## config.mk

```make
export PLATFORM = sky130hd
export DESIGN_NAME = ljr_rows
export DESIGN_NICKNAME = d
export VERILOG_FILES = /design/src/sv/ljr_pkg.sv /design/src/sv/ljr_rows.sv
export SDC_FILE = /design/constraint.sdc
export NUM_CORES = 1
export LEC_CHECK = 0
export BUFFER_PORTS_ARGS = -buffer_cell sky130_fd_sc_hd__buf_2
export CAP_MARGIN = 20
export CELL_PAD_IN_SITES_DETAIL_PLACEMENT = 0
export CELL_PAD_IN_SITES_GLOBAL_PLACEMENT = 1
export CORE_ASPECT_RATIO = 1.4
export CORE_UTILIZATION = 35
export CTS_BUF_LIST = sky130_fd_sc_hd__clkbuf_8
export CTS_CLUSTER_DIAMETER = 150
export DETAILED_ROUTE_END_ITERATION = 10
export PLACE_DENSITY = 0.74
export SLEW_MARGIN = 20
export SYNTH_ARGS = -nofsm -noshare
export SYNTH_HDL_FRONTEND = slang
export SYNTH_SLANG_ARGS = --single-unit
```

## constraint.sdc

```tcl
create_clock -name clock -period 16.05 [get_ports clock]
set_input_delay 1.605 -clock clock [delete_from_list [all_inputs] [get_ports clock]]
set_output_delay 1.605 -clock clock [all_outputs]
set_load 0.02 [all_outputs]
```

## src/sv/ljr_pkg.sv

```systemverilog
// types, constants and tables shared by the leg jacobian and rate block
package ljr_pkg;

   localparam int ANG_W = 35;
   localparam int TRIG_W = 26;
   localparam int LEN_W = 28;
   localparam int VAL_W = 38;
   localparam int ENT_W = 32;
   localparam int ATAN_ENTRIES = 24;

   typedef logic signed [ANG_W-1:0] ang_type;
   typedef logic signed [TRIG_W-1:0] trig_type;
   typedef logic signed [LEN_W-1:0] len_type;
   typedef logic signed [VAL_W-1:0] val_type;
   typedef logic signed [ENT_W-1:0] ent_type;

   localparam ang_type PI_Q29 = 35'sd1686629713;
   localparam ang_type TWO_PI_Q29 = 35'sd3373259426;
   localparam ang_type HALF_PI_Q29 = 35'sd843314857;
   localparam ang_type CORDIC_GAIN_Q30 = 35'sd652032874;

   localparam logic signed [31:0] ATAN_Q29 [ATAN_ENTRIES] = '{
      32'sd421657428, 32'sd248918915, 32'sd131521918, 32'sd66762579,
      32'sd33510843, 32'sd16771758, 32'sd8387925, 32'sd4194219,
      32'sd2097141, 32'sd1048575, 32'sd524288, 32'sd262144,
      32'sd131072, 32'sd65536, 32'sd32768, 32'sd16384,
      32'sd8192, 32'sd4096, 32'sd2048, 32'sd1024,
      32'sd512, 32'sd256, 32'sd128, 32'sd64
   };

   localparam logic [1:0] REG_UPPER = 2'd0;
   localparam logic [1:0] REG_LOWER = 2'd1;
   localparam logic [1:0] REG_OFFSET = 2'd2;

   localparam logic MAT_JAC = 1'b0;
   localparam logic MAT_DER = 1'b1;
   localparam logic [1:0] ROW_FIRST = 2'd0;
   localparam logic [1:0] ROW_LAST = 2'd2;

   typedef struct packed {
      logic [1:0] leg;
      logic signed [15:0] abd_angle;
      logic signed [15:0] hip_angle;
      logic signed [15:0] knee_angle;
      logic signed [15:0] abd_rate;
      logic signed [15:0] hip_rate;
      logic signed [15:0] knee_rate;
   } req_type;

   typedef struct packed {
      logic [1:0] leg_out;
      logic matrix;
      logic [1:0] row;
      ent_type col0;
      ent_type col1;
      ent_type col2;
      logic final_row;
   } rsp_type;

   typedef struct packed {
      logic [1:0] leg;
      logic signed [15:0] abd_rate;
      logic signed [15:0] hip_rate;
      logic signed [15:0] knee_rate;
   } side_type;

   typedef struct packed {
      trig_type s0;
      trig_type c0;
      trig_type s1;
      trig_type c1;
      trig_type s12;
      trig_type c12;
      side_type side;
   } sc_type;

   typedef struct packed {
      logic [15:0] upper;
      logic [15:0] lower;
      logic [15:0] offset;
   } cfg_type;

   typedef struct packed {
      logic [1:0] leg;
      ent_type [5:0][2:0] m;
   } rows_type;

endpackage

```

## src/sv/ljr_rows.sv

```systemverilog
// output register that sends the six rows of one leg in turn
module ljr_rows (
   input  logic               clock,
   input  logic               reset,
   input  logic               in_valid,
   input  ljr_pkg::rows_type  in_data,
   output logic               en,
   output logic               rsp_valid,
   input  logic               rsp_stall,
   output ljr_pkg::rsp_type   rsp_data
);

   logic busy_ff;
   logic mat_ff;
   logic [1:0] row_ff;
   ljr_pkg::rows_type data_ff;
   logic xfer, last, take;
   logic [2:0] idx;

   assign xfer = busy_ff && !rsp_stall;
   assign last = (mat_ff == ljr_pkg::MAT_DER) && (row_ff == ljr_pkg::ROW_LAST);
   assign take = in_valid && (!busy_ff || (xfer && last));
   assign en = !in_valid || take;

   always_ff @(posedge clock) begin
      if (reset) begin
         busy_ff <= 1'b0;
         mat_ff <= ljr_pkg::MAT_JAC;
         row_ff <= ljr_pkg::ROW_FIRST;
      end else if (take) begin
         busy_ff <= 1'b1;
         mat_ff <= ljr_pkg::MAT_JAC;
         row_ff <= ljr_pkg::ROW_FIRST;
      end else if (xfer) begin
         if (last) begin
            busy_ff <= 1'b0;
         end else if (row_ff == ljr_pkg::ROW_LAST) begin
            row_ff <= ljr_pkg::ROW_FIRST;
            mat_ff <= ljr_pkg::MAT_DER;
         end else begin
            row_ff <= row_ff + 2'd1;
         end
      end
   end

   always_ff @(posedge clock) begin
      if (take) begin
         data_ff <= in_data;
      end
   end

   assign idx = (mat_ff == ljr_pkg::MAT_DER) ? ({1'b0, row_ff} + 3'd3) : {1'b0, row_ff};

   assign rsp_valid = busy_ff;
   assign rsp_data.leg_out = data_ff.leg;
   assign rsp_data.matrix = mat_ff;
   assign rsp_data.row = row_ff;
   assign rsp_data.col0 = data_ff.m[idx][0];
   assign rsp_data.col1 = data_ff.m[idx][1];
   assign rsp_data.col2 = data_ff.m[idx][2];
   assign rsp_data.final_row = last;

endmodule

```

==> summary.txt, run 1 <==
Status
  – Status: complete, no violations

STA
  – Max-slew violation count: 0
  – Fmax achieved: 0.138 GHz
  – Setup Viol. Count Final: 0
  – Layout Skew: 0.0244 ns
  – Total negative slack: 0 ns
  – RSZ-0062 raised after global routing: no
  – Pin slew with the least headroom to its limit: 1.14 ns
  – Final Hold Violating Endpoints: 0
  – Tcrit/Tclk final: 45.3%
  – Slew margin rel.: 23.9%
  – Crit path time final: 7.27 ns

Clock network
  – Num CTS Buffers: 95
  – H-tree levels: 3
  – Worst skew pair latency: 0.70 ns
  – Post-CTS Setup Inserts: 0
  – Max clock buf depth: 3
  – CTS root buffer: clkbuf_8
  – CTS clk-pin slew, worst paths: 0.06 ns
  – Post-CTS Hold Buffers: 0
  – TritonCTS clock tree: built
  – Clock sink count: 582
  – Post-cts resize count: 0

Critical path
  – CP Data Required Time: 14.44 ns
  – Critical Path AT: 5.66 ns
  – Crit start category: flip-flop
  – CP Max Fanout: 48
  – Crit. End Element: primary output
  – Setup CP Type: reg -> out

Synthesis
  – Yosys top cell area share: 65.6%
  – Post-synthesis register bit count: 582
  – Most common cell in the netlist: edfxtp_1
  – Async set-reset flop share out of synthesis: 0%
  – Synth warn: 0
  – Most used DFF post-synth: edfxtp_1
  – Area leader, netlist: edfxtp_1
  – Mapped cell area: 0.0265 sq mm
  – Syn Area/Cell: 14.7 sq um
  – Mapped Cells: 1796
  – Synth top area cells: edfxtp_1 66%, mux2i_1 18%, nand2_1 4.1%, a21boi_0 2.6%, o22ai_1 2.3%
  – Synth Net Count: 2381
  – Sequential area share after synthesis: 65.9%
  – Post-synth EDFFs: 578
  – Distinct cells, synth: 28
  – Commonest cells post-synth: 578 x edfxtp_1, 482 x mux2i_1, 289 x nand2_1

Drt
  – Final ANT Viol Nets: 0
  – Vias per std cell: 5.19
  – Total length of routed wires: 81600 um
  – Via count: 18322
  – DRC: 0
  – Drt first-iter violations: 1124
  – DRT Pass-1 Iters: 7
  – Avg WL per Cell: 23.1 um

Power
  – Switching Share: 25.4%
  – Fraction of power consumed by sequential logic: 54.7%
  – NetSw: 841 uW
  – Pwr per Cell Area: 102 mW/mm^2
  – Pint: 2470 uW
  – Clock power share: 35.3%
  – Comb power frac: 10.0%
  – Leakage: 0.0114 uW
  – Maximum VDD drop: 77.9 uV

GRT
  – Maximum number of pins on one net before global-route repair: 189
  – First-pass GRT wire length: 118000 um
  – Vias in the first global route: 19420
  – Initial antenna violation count: 41
  – GRT Resource Usage Total: 20.6%
  – Overflow after GRT: 0

Worst hold path
  – Hold WC Path Type: reg -> reg

Placement
  – Number of port buffers: 685
  – RePlAce Congestion: 0.855
  – Placed insts: 3331
  – Post-DP HPWL: 53900 um

Cells and area
  – Layout Nets: 3053
  – Proportion of layout cells with a drive suffix above 1: 34.4%
  – Layout Cells excl Fill: 3533
  – Core Util, Final: 43.5%
  – Area grow syn2layout: 22.3%

Floorplanning
  – Die X: 234 um
  – Core Region: 0.0744 sq mm
  – I/O pins: 686
  – Floorplan die height: 327 um
  – Starting density of the core: 35.6%
  – FP Rows: 118
  – Full die area: 0.0767 sq mm

Run
  – Max_cap viols: 0
==> path summary, 6_finish.rpt <==
kind	slack (ns)	depth (start not counted)	from	to
worst max-delay path	8.78	10	row_ff[1]	rsp_data[49]
worst min-delay path	0.55	2	rsp_valid	mat_ff
worst max register to register	11.39	6	row_ff[1]	data_ff[426]
worst min register to register	0.55	2	rsp_valid	mat_ff
==> worst max-delay path, stage by stage (launching register included) <==
cell      delay (ns)
dfxtp_4         0.85
inv_1           0.21
ha_4            0.61
buf_4           0.75
buf_4           0.68
buf_4           0.80
mux2i_1         0.28
nand2_1         0.07
a21boi_0        0.24
o22ai_1         0.15
buf_2           0.23
==> metal layers <==
| layer | vias to the layer above | global-route usage (%) | part of all wire, % |
|---|---|---|---|
| li1 | 8296 | - | - |
| met1 | 9019 | 23.3 | 38 |
| met2 | 787 | 35.5 | 51 |
| met3 | 198 | 5.13 | 7.4 |
| met4 | 22 | 10.6 | 3.7 |
| met5 | - | 0 | 0.19 |
==> layout by cell type, fill, tap and decap left out, types with 3 or more instances in the layout <==
cell | Yosys | final
buf_4 | 33 | 19
a21boi_0 | 91 | 91
edfxtp_1 | 578 | 578
nor2_1 | 3 | 3
nand2_1 | 289 | 289
a21boi_1 | 5 | 5
clkinvlp_4 | 0 | 3
clkinv_1 | 0 | 18
dfxtp_4 | 0 | 3
diode_2 | 0 | 32
a22oi_1 | 57 | 57
buf_12 | 0 | 3
mux2i_1 | 482 | 482
inv_1 | 5 | 40
clkinv_2 | 0 | 13
o22ai_1 | 96 | 96
a22oi_2 | 39 | 39
clkbuf_8 | 0 | 96
buf_2 | 42 | 685
==> logic make-up after synthesis <==
| kind of cell | after synthesis | synth area share (%) |
|---|---|---|
| and+or+nand+nor | 299 | 4.31 |
| buffers and inverters | 138 | 2.89 |
| DFF | 582 | 65.9 |
| muxes | 482 | 18.2 |
| AOI/OAI and AO/OA | 292 | 8.54 |
| adders and majority gates | 3 | 0.142 |
==> through the flow <==
stage / instance area, sq um / setup slack [ns] / hold slack [ns] / power (uW)
global placement: 30600 / 9.49 / 0.539 / 2170
floorplan: 26500 / 0.0890 / 0.607 / 2070
detailed placement: 30600 / 9.42 / 0.549 / 2180
finish: 32400 / 8.78 / 0.553 / 3320
global route: 32300 / 8.44 / 0.607 / 3450
CTS: 32300 / 8.60 / 0.560 / 3360
==> flip-flops by register name (all words and copies together), names as in the netlist <==
register	flops
data_ff	576
row_ff	2
rsp_data	2
mat_ff	1
rsp_valid	1
==> area by class of cell <==
type	instances	area, sq um
fillers	6891	42000
flip-flops and latches	582	17400
multi-input cells	1076	8300
repair buffers	708	3640
clock buffers	96	1320
well taps	960	1200
clock inverters	74	353
diodes	32	80.1
inverters	5	18.8
==> power groups by stage <==
stage / Combinational (uW) / Sequential [uW] / Clock [uW]
floorplan: 185 / 1880 / 0
global placement: 326 / 1840 / 0
detailed placement: 332 / 1850 / 0
CTS: 333 / 1820 / 1210
global route: 356 / 1820 / 1270
finish: 330 / 1820 / 1170
Note: power is estimated with default switching activity, not from simulation.
==> run 2, diff against run 1 <==
Clock period 16.05 ns to 6 ns, I/O delays scaled along.
==> run 2 against run 1 <==
  * Largest power group unchanged
  * Register-to-register slack got worse by 8.8 ns
  * Sequential cell count unchanged
  * Largest cell class unchanged
  * Wire length is 4.6% higher
  * Final cell count is 9.1% higher
  * Sequential power rose to 2.7 times the previous value
  * Clock power grew to 2.8 times the previous value
  * Non-clock buffer count up 322
  * Clock skew increased by 0.0070 ns
  * Hold slack worse by 0.48 ns
  * Via count up 7.4%
  * Critical path depth down 3
==> summary.txt, run 2 (synthesis gave the netlist of run 1 again) <==
Clock network
  – Post-cts resize count: 0 (unchanged)
  – Worst skew pair latency: 0.72 ns (was 0.70 ns)
  – Post-CTS Setup Inserts: 0 (unchanged)
  – CTS clk-pin slew, worst paths: 0.07 ns (was 0.06 ns)
  – TritonCTS clock tree: built (unchanged)
  – CTS root buffer: clkbuf_8 (unchanged)
  – Clock sink count: 582 (unchanged)
  – H-tree levels: 3 (unchanged)
  – Max clock buf depth: 3 (unchanged)
  – Num CTS Buffers: 95 (unchanged)

Worst hold path
  – Hold WC Path Type: in -> reg (was reg -> reg)
  – Hold path cells: 1 (was 2)
  – Hold Startpoint: in_data[153] (was rsp_valid)
  – Hold EP: data_ff[153] (was mat_ff)

STA
  – Pin slew with the least headroom to its limit: 0.980 ns (was 1.14 ns)
  – Tcrit/Tclk final: 83.9%
  – Max-slew violation count: 0 (unchanged)
  – Setup Viol. Count Final: 0 (unchanged)
  – Total negative slack: 0 ns (unchanged)
  – Layout Skew: 0.0313 ns (was 0.0244 ns)
  – Setup slack after layout: 0.965 ns (was 8.78 ns)
  – Fmax achieved: 0.199 GHz
  – Final Hold Violating Endpoints: 0 (unchanged)
  – Crit path time final: 5.03 ns
  – RSZ-0062 raised after global routing: no (unchanged)
  – Slew margin rel.: 34.6% (was 23.9%)

Cells and area
  – Core Util, Final: 48.0% (was 43.5%)
  – Reg with most FFs: data_ff (unchanged)
  – Max FFs per register: 576 (unchanged)
  – Layout Nets: 3375 (was 3053)
  – Proportion of layout cells with a drive suffix above 1: 30.8% (was 34.4%)
  – Commonest non-fill, non-tap cell in the layout: buf_2 (unchanged)
  – Area grow syn2layout: 34.9% (was 22.3%)
  – FILL cells: 6605 (was 6891)
  – Most frequent cells in the layout: 685 x buf_2, 578 x edfxtp_1, 482 x mux2i_1 (unchanged)
  – Finished Cell Area: 0.0357 sq mm (was 0.0324 sq mm)

Placement
  – Post-DP HPWL: 55200 um (was 53900 um)
  – Number of port buffers: 685 (unchanged)
  – Pre-CTS setup slack: 1.64 ns (was 9.42 ns)
  – RePlAce Congestion: 0.877 (was 0.855)
  – Cell Area, Placed: 0.0308 sq mm (was 0.0306 sq mm)

Power
  – Switching Share: 25.3% (was 25.4%)
  – Clock power share: 35.7% (was 35.3%)
  – Pint: 6880 uW (was 2470 uW)
  – Maximum VDD drop: 194 uV (was 77.9 uV)
  – NetSw: 2330 uW (was 841 uW)
  – Comb power frac: 11.6% (was 10.0%)
  – Pwr per Cell Area: 258 mW/mm^2 (was 102 mW/mm^2)
  – Tot Pwr: 9220 uW (was 3320 uW)
  – Leakage: 0.0128 uW (was 0.0114 uW)
  – Fraction of power consumed by sequential logic: 52.7% (was 54.7%)

GRT
  – Initial antenna violation count: 34 (was 41)
  – Vias in the first global route: 21289 (was 19420)
  – First-pass GRT wire length: 124000 um (was 118000 um)
  – GRT Resource Usage Total: 21.5% (was 20.6%)
  – Maximum number of pins on one net before global-route repair: 85 (was 189)
  – Overflow after GRT: 0 (unchanged)

Floorplanning
  – Core Region: 0.0744 sq mm (unchanged)
  – Starting density of the core: 35.6% (unchanged)
  – Full die area: 0.0767 sq mm (unchanged)
  – I/O pins: 686 (unchanged)
  – Floorplan die height: 327 um (unchanged)
  – Die X: 234 um (unchanged)
  – FP Rows: 118 (unchanged)

Run
  – Max_cap viols: 0 (unchanged)

Critical path
  – CP max stage delay: 0.77 ns (was 0.85 ns)
  – Reg2reg start: row_ff[1] (unchanged)
  – R2r endpoint: data_ff[160] (was data_ff[426])
  – CP Max Fanout: 51 (was 48)
  – Critical Path AT: 4.43 ns (was 5.66 ns)
  – Most used cell, CP: buf_4 (unchanged)
  – Setup CP Type: reg -> out (unchanged)
  – CP Data Required Time: 5.40 ns (was 14.44 ns)
  – R2R cell count: 5 (was 6)
  – Crit start category: flip-flop (unchanged)
  – Crit path cell chain: inv_1 -> ha_4 -> nand3b_1 -> buf_4 -> buf_4 -> o22ai_1 -> buf_2 (was inv_1 -> ha_4 -> buf_4 -> buf_4 -> buf_4 -> mux2i_1 -> nand2_1 -> a21boi_0 -> o22ai_1 -> buf_2)
  – FF-to-FF setup slack: 2.59 ns (was 11.39 ns)
  – Crit. End Element: primary output (unchanged)
  – Slowest CP cell: dfxtp_4 (unchanged)

Drt
  – Avg WL per Cell: 22.2 um (was 23.1 um)
  – Via count: 19686 (was 18322)
  – Drt first-iter violations: 1088 (was 1124)
  – DRT Pass-1 Iters: 5 (was 7)
  – DRC: 0 (unchanged)
  – Final ANT Viol Nets: 0 (unchanged)
  – Vias per std cell: 5.11 (was 5.19)
  – Total length of routed wires: 85300 um (was 81600 um)

Status
  – Status: complete, no violations (unchanged)
## run 2: repair_timing
action                                  4_1_cts  5_1_grt
endpoints found under the hold margin       313        0
endpoints found under the setup margin        0        0
hold buffers                                313        0
## run 2: stage by stage
stage / std cells / hold slack [ns]
floorplan: 1796 / 0.607
global placement: 3340 / 0.542
detailed placement: 3340 / 0.534
CTS: 3827 / 0.00000394
global route: 3850 / 0.0140
finish: 3853 / 0.0769
## run 2: routing by layer
layer  vias to the layer above  wire length (um)  global-route usage [%]
met5                         -                91                       0
li1                       8937                 -                       -
met2                       843             43800                    38.2
met3                       220              6360                    5.09
met4                        16              3410                    10.1
met1                      9670             31700                    24.0
## run 2: worst max path at each step
stage / from / to / slack [ns]
floorplan: row_ff[0] / data_ff[0] / 0.03
global placement: row_ff[1] / rsp_data[31] / 1.70
detailed placement: row_ff[1] / rsp_data[31] / 1.64
CTS: row_ff[1] / rsp_data[31] / 0.86
global route: row_ff[1] / rsp_data[31] / 0.76
finish: row_ff[1] / rsp_data[31] / 0.97
## run 2: power groups by stage
stage | logic (uW) | registers (uW) | clock network (uW)
CTS | 1070 | 4860 | 3380
finish | 1070 | 4860 | 3290
detailed placement | 895 | 4940 | 0
global route | 1140 | 4880 | 3530
global placement | 881 | 4930 | 0
floorplan | 495 | 4930 | 0
## run 2: area by class of cell
class	instances	area [sq um]	area share, %
sequential	582	17400	48.9
multi-input combinational	1076	8300	23.2
timing repair buffer	1030	6930	19.4
clock buffer	96	1320	3.70
tap	960	1200	3.36
clock inverter	78	428	1.20
antenna	26	65.1	0.182
inverter	5	18.8	0.0526
## run 2: worst max-delay path: cells and delay by family (launching register included)
kind / cells / cell delay (ns)
buffers and inverters: 4 / 1.84
DFF: 1 / 0.77
AOI/OAI and AO/OA: 1 / 0.41
and+or+nand+nor: 1 / 0.17
adders and majority gates: 1 / 0.47
==> run 3, diff against run 2 <==
Settings changed: ABC_AREA from default to 1.
Clock period 6 ns to 4.95 ns, I/O delays scaled along.
==> run 3 against run 2 <==
  * Hold slack improved by 0.14 ns
  * First-iteration DRC count rose by 16%
  * Register-to-register slack lost 0.48 ns
  * Wire length shrank 1.9%
  * Synthesized area fell by 5.6%
  * Sequential power increased by 20%
  * Sequential share of layout area shrank 1.5 points
  * Critical path type unchanged
  * Largest power group unchanged
==> summary.txt, run 3 <==
STA
  – Pin slew with the least headroom to its limit: 1.06 ns (was 0.980 ns)
  – Final Hold Violating Endpoints: 0 (unchanged)
  – Fmax achieved: 0.231 GHz
  – RSZ-0062 raised after global routing: no (unchanged)
  – Setup slack after layout: 0.618 ns (was 0.965 ns)
  – Tcrit/Tclk final: 87.5%
  – Layout Skew: 0.0312 ns (was 0.0313 ns)
  – Slew margin rel.: 29.1% (was 34.6%)
  – Max-slew violation count: 0 (unchanged)
  – Crit path time final: 4.33 ns
  – Setup Viol. Count Final: 0 (unchanged)
  – Total negative slack: 0 ns (unchanged)

Critical path
  – Most used cell, CP: nand2_1 (was buf_4)
  – Crit path cell chain: inv_1 -> ha_1 -> nand2_4 -> nand2_4 -> buf_4 -> nand2_1 -> nand3_1 -> nand2_1 -> nand2_1 -> nand2_1 -> buf_2 (was inv_1 -> ha_4 -> nand3b_1 -> buf_4 -> buf_4 -> o22ai_1 -> buf_2)
  – Critical path's top delay family: simple AND/OR/NAND/NOR gates (was buffers and inverters)
  – Setup CP Type: reg -> out (unchanged)
  – Critical Path AT: 3.84 ns (was 4.43 ns)
  – WP depth: 11 (was 7)
  – CP Max Fanout: 75 (was 51)
  – CP Data Required Time: 4.45 ns (was 5.40 ns)
  – Crit. End Element: primary output (unchanged)
  – Crit start category: flip-flop (unchanged)
  – Slowest CP cell: nand2_4 (was dfxtp_4)
  – R2R cell count: 5 (unchanged)
  – CP max stage delay: 0.87 ns (was 0.77 ns)
  – WP buf/inv: 3 (was 4)

Cells and area
  – Area grow syn2layout: 47.4% (was 34.9%)
  – Max FFs per register: 576 (unchanged)
  – Layout Cells excl Fill: 4476 (was 3853)
  – Commonest non-fill, non-tap cell in the layout: buf_2 (unchanged)
  – Most frequent cells in the layout: 685 x buf_2, 580 x dlygate4sd3_1, 578 x edfxtp_1 (was 685 x buf_2, 578 x edfxtp_1, 482 x mux2i_1)
  – Proportion of layout cells with a drive suffix above 1: 24.1% (was 30.8%)
  – Reg with most FFs: data_ff (unchanged)
  – Layout Nets: 4041 (was 3375)

Clock network
  – Worst skew pair latency: 0.70 ns (was 0.72 ns)
  – Num CTS Buffers: 93 (was 95)
  – Clock sink count: 582 (unchanged)
  – Post-CTS Setup Inserts: 0 (unchanged)
  – CTS clk-pin slew, worst paths: 0.06 ns (was 0.07 ns)
  – CTS root buffer: clkbuf_8 (unchanged)
  – Max clock buf depth: 3 (unchanged)
  – TritonCTS clock tree: built (unchanged)
  – H-tree levels: 3 (unchanged)

Drt
  – Avg WL per Cell: 18.7 um (was 22.2 um)
  – Total length of routed wires: 83800 um (was 85300 um)
  – Vias per std cell: 4.75 (was 5.11)
  – Via count: 21274 (was 19686)
  – DRC: 0 (unchanged)
  – Final ANT Viol Nets: 0 (unchanged)
  – Drt first-iter violations: 1263 (was 1088)
  – DRT Pass-1 Iters: 5 (unchanged)

Power
  – Fraction of power consumed by sequential logic: 53.1% (was 52.7%)
  – Pwr per Cell Area: 297 mW/mm^2 (was 258 mW/mm^2)
  – Switching Share: 24.6% (was 25.3%)
  – Leakage: 0.0164 uW (was 0.0128 uW)
  – Clock power share: 35.0% (was 35.7%)
  – Maximum VDD drop: 294 uV (was 194 uV)
  – NetSw: 2690 uW (was 2330 uW)
  – Pint: 8260 uW (was 6880 uW)
  – Comb power frac: 11.9% (was 11.6%)

GRT
  – Overflow after GRT: 0 (unchanged)
  – GRT Resource Usage Total: 22.9% (was 21.5%)
  – Initial antenna violation count: 23 (was 34)
  – First-pass GRT wire length: 128000 um (was 124000 um)
  – Vias in the first global route: 22714 (was 21289)
  – Maximum number of pins on one net before global-route repair: 136 (was 85)

Synthesis
  – Synth top area cells: edfxtp_1 69%, nand3_1 7.7%, nand2_1 7.3%, inv_1 5.9%, nand3b_1 2.9% (was edfxtp_1 66%, mux2i_1 18%, nand2_1 4.1%, a21boi_0 2.6%, o22ai_1 2.3%)
  – Most used DFF post-synth: edfxtp_1 (unchanged)
  – Yosys top cell area share: 69.5% (was 65.6%)
  – Sequential area share after synthesis: 69.8% (was 65.9%)
  – Syn Area/Cell: 11.3 sq um (was 14.7 sq um)
  – Synth warn: 0 (unchanged)
  – Area leader, netlist: edfxtp_1 (unchanged)
  – Most common cell in the netlist: edfxtp_1 (unchanged)
  – Post-synth EDFFs: 578 (unchanged)
  – Mapped Cells: 2202 (was 1796)
  – Async set-reset flop share out of synthesis: 0% (unchanged)
  – Commonest cells post-synth: 578 x edfxtp_1, 488 x nand2_1, 395 x inv_1 (was 578 x edfxtp_1, 482 x mux2i_1, 289 x nand2_1)
  – Post-synthesis register bit count: 582 (unchanged)
  – Distinct cells, synth: 21 (was 28)
  – Mapped cell area: 0.0250 sq mm (was 0.0265 sq mm)
  – Synth Net Count: 2787 (was 2381)

Floorplanning
  – Full die area: 0.0725 sq mm (was 0.0767 sq mm)
  – I/O pins: 686 (unchanged)
  – Starting density of the core: 35.4% (was 35.6%)
  – FP Rows: 115 (was 118)
  – Core Region: 0.0705 sq mm (was 0.0744 sq mm)
  – Floorplan die height: 318 um (was 327 um)
  – Die X: 228 um (was 234 um)

Worst hold path
  – Hold path cells: 4 (was 1)
  – Hold WC Path Type: in -> reg (unchanged)

Status
  – Status: complete, no violations (unchanged)

Placement
  – Post-DP HPWL: 53200 um (was 55200 um)
  – Pre-CTS setup slack: 1.38 ns (was 1.64 ns)
  – RePlAce Congestion: 0.882 (was 0.877)
  – Placed insts: 3716 (was 3340)
  – Number of port buffers: 685 (unchanged)

Run
  – Max_cap viols: 0 (unchanged)
run 3: power groups by stage:
stage / clock network, uW / logic, uW / registers [uW]
final: 3840 / 1300 / 5820
after global placement: 0 / 883 / 5910
after global routing: 4150 / 1410 / 5840
after CTS: 3930 / 1290 / 5820
after floorplan: 0 / 444 / 5980
after detailed placement: 0 / 897 / 5920
run 3: worst paths after layout:
path / startpoint / slack, ns / endpoint
setup reg to reg: mat_ff / 2.11 / data_ff[307]
setup / recovery: row_ff[1] / 0.62 / rsp_data[70]
hold reg to reg: row_ff[1] / 0.63 / row_ff[1]
hold / removal: rsp_stall / 0.22 / mat_ff
run 3: what timing repair did:
| item | in CTS | in global routing |
|---|---|---|
| hold endpoints to repair | 579 | 0 |
| gates resized for setup | 0 | 0 |
| hold buffers | 580 | 0 |
run 3: area by class of cell:
type	instances	area (sq um)
fill	5984	33700
sequential	582	17400
timing repair buffer	1297	9610
multi-input combinational	1084	5410
inverter	398	1500
clock buffer	94	1290
tap	936	1170
clock inverter	70	362
antenna	15	37.5
run 3: cells by family (layout without fill, tap and decap cells):
family	Yosys count	after routing	share of synthesized area [%]
compound gates	102	102	3.02
buf+inv	536	1859	8.87
fa+ha+maj	3	3	0.150
flops	582	582	69.8
other cells	0	15	0
simple gates	979	979	18.2
run 3: stage by stage:
step / hold slack, ns / total power, uW / instance area [sq um] / utilization, %
finish: 0.219 / 11000 / 36800 / 52.2
CTS: 0.142 / 11000 / 36800 / 52.1
detailed placement: 0.617 / 6820 / 29300 / 41.6
floorplan: 0.594 / 6420 / 25000 / -
global route: 0.238 / 11400 / 36800 / 52.2
global placement: 0.596 / 6800 / 29300 / 41.6
run 3: routing by layer:
layer	track usage, %	routed length, um
met3	5.18	5900
met1	26.6	32700
met2	39.4	41400
met4	12.0	3700
met5	0	79
run 3: worst register-to-register path, delay by kind of cell (launching register included):
| family | cells | cell delay (ns) |
|---|---|---|
| flops | 1 | 0.62 |
| simple gates | 2 | 0.76 |
| compound gates | 1 | 0.27 |
| buf+inv | 2 | 0.78 |
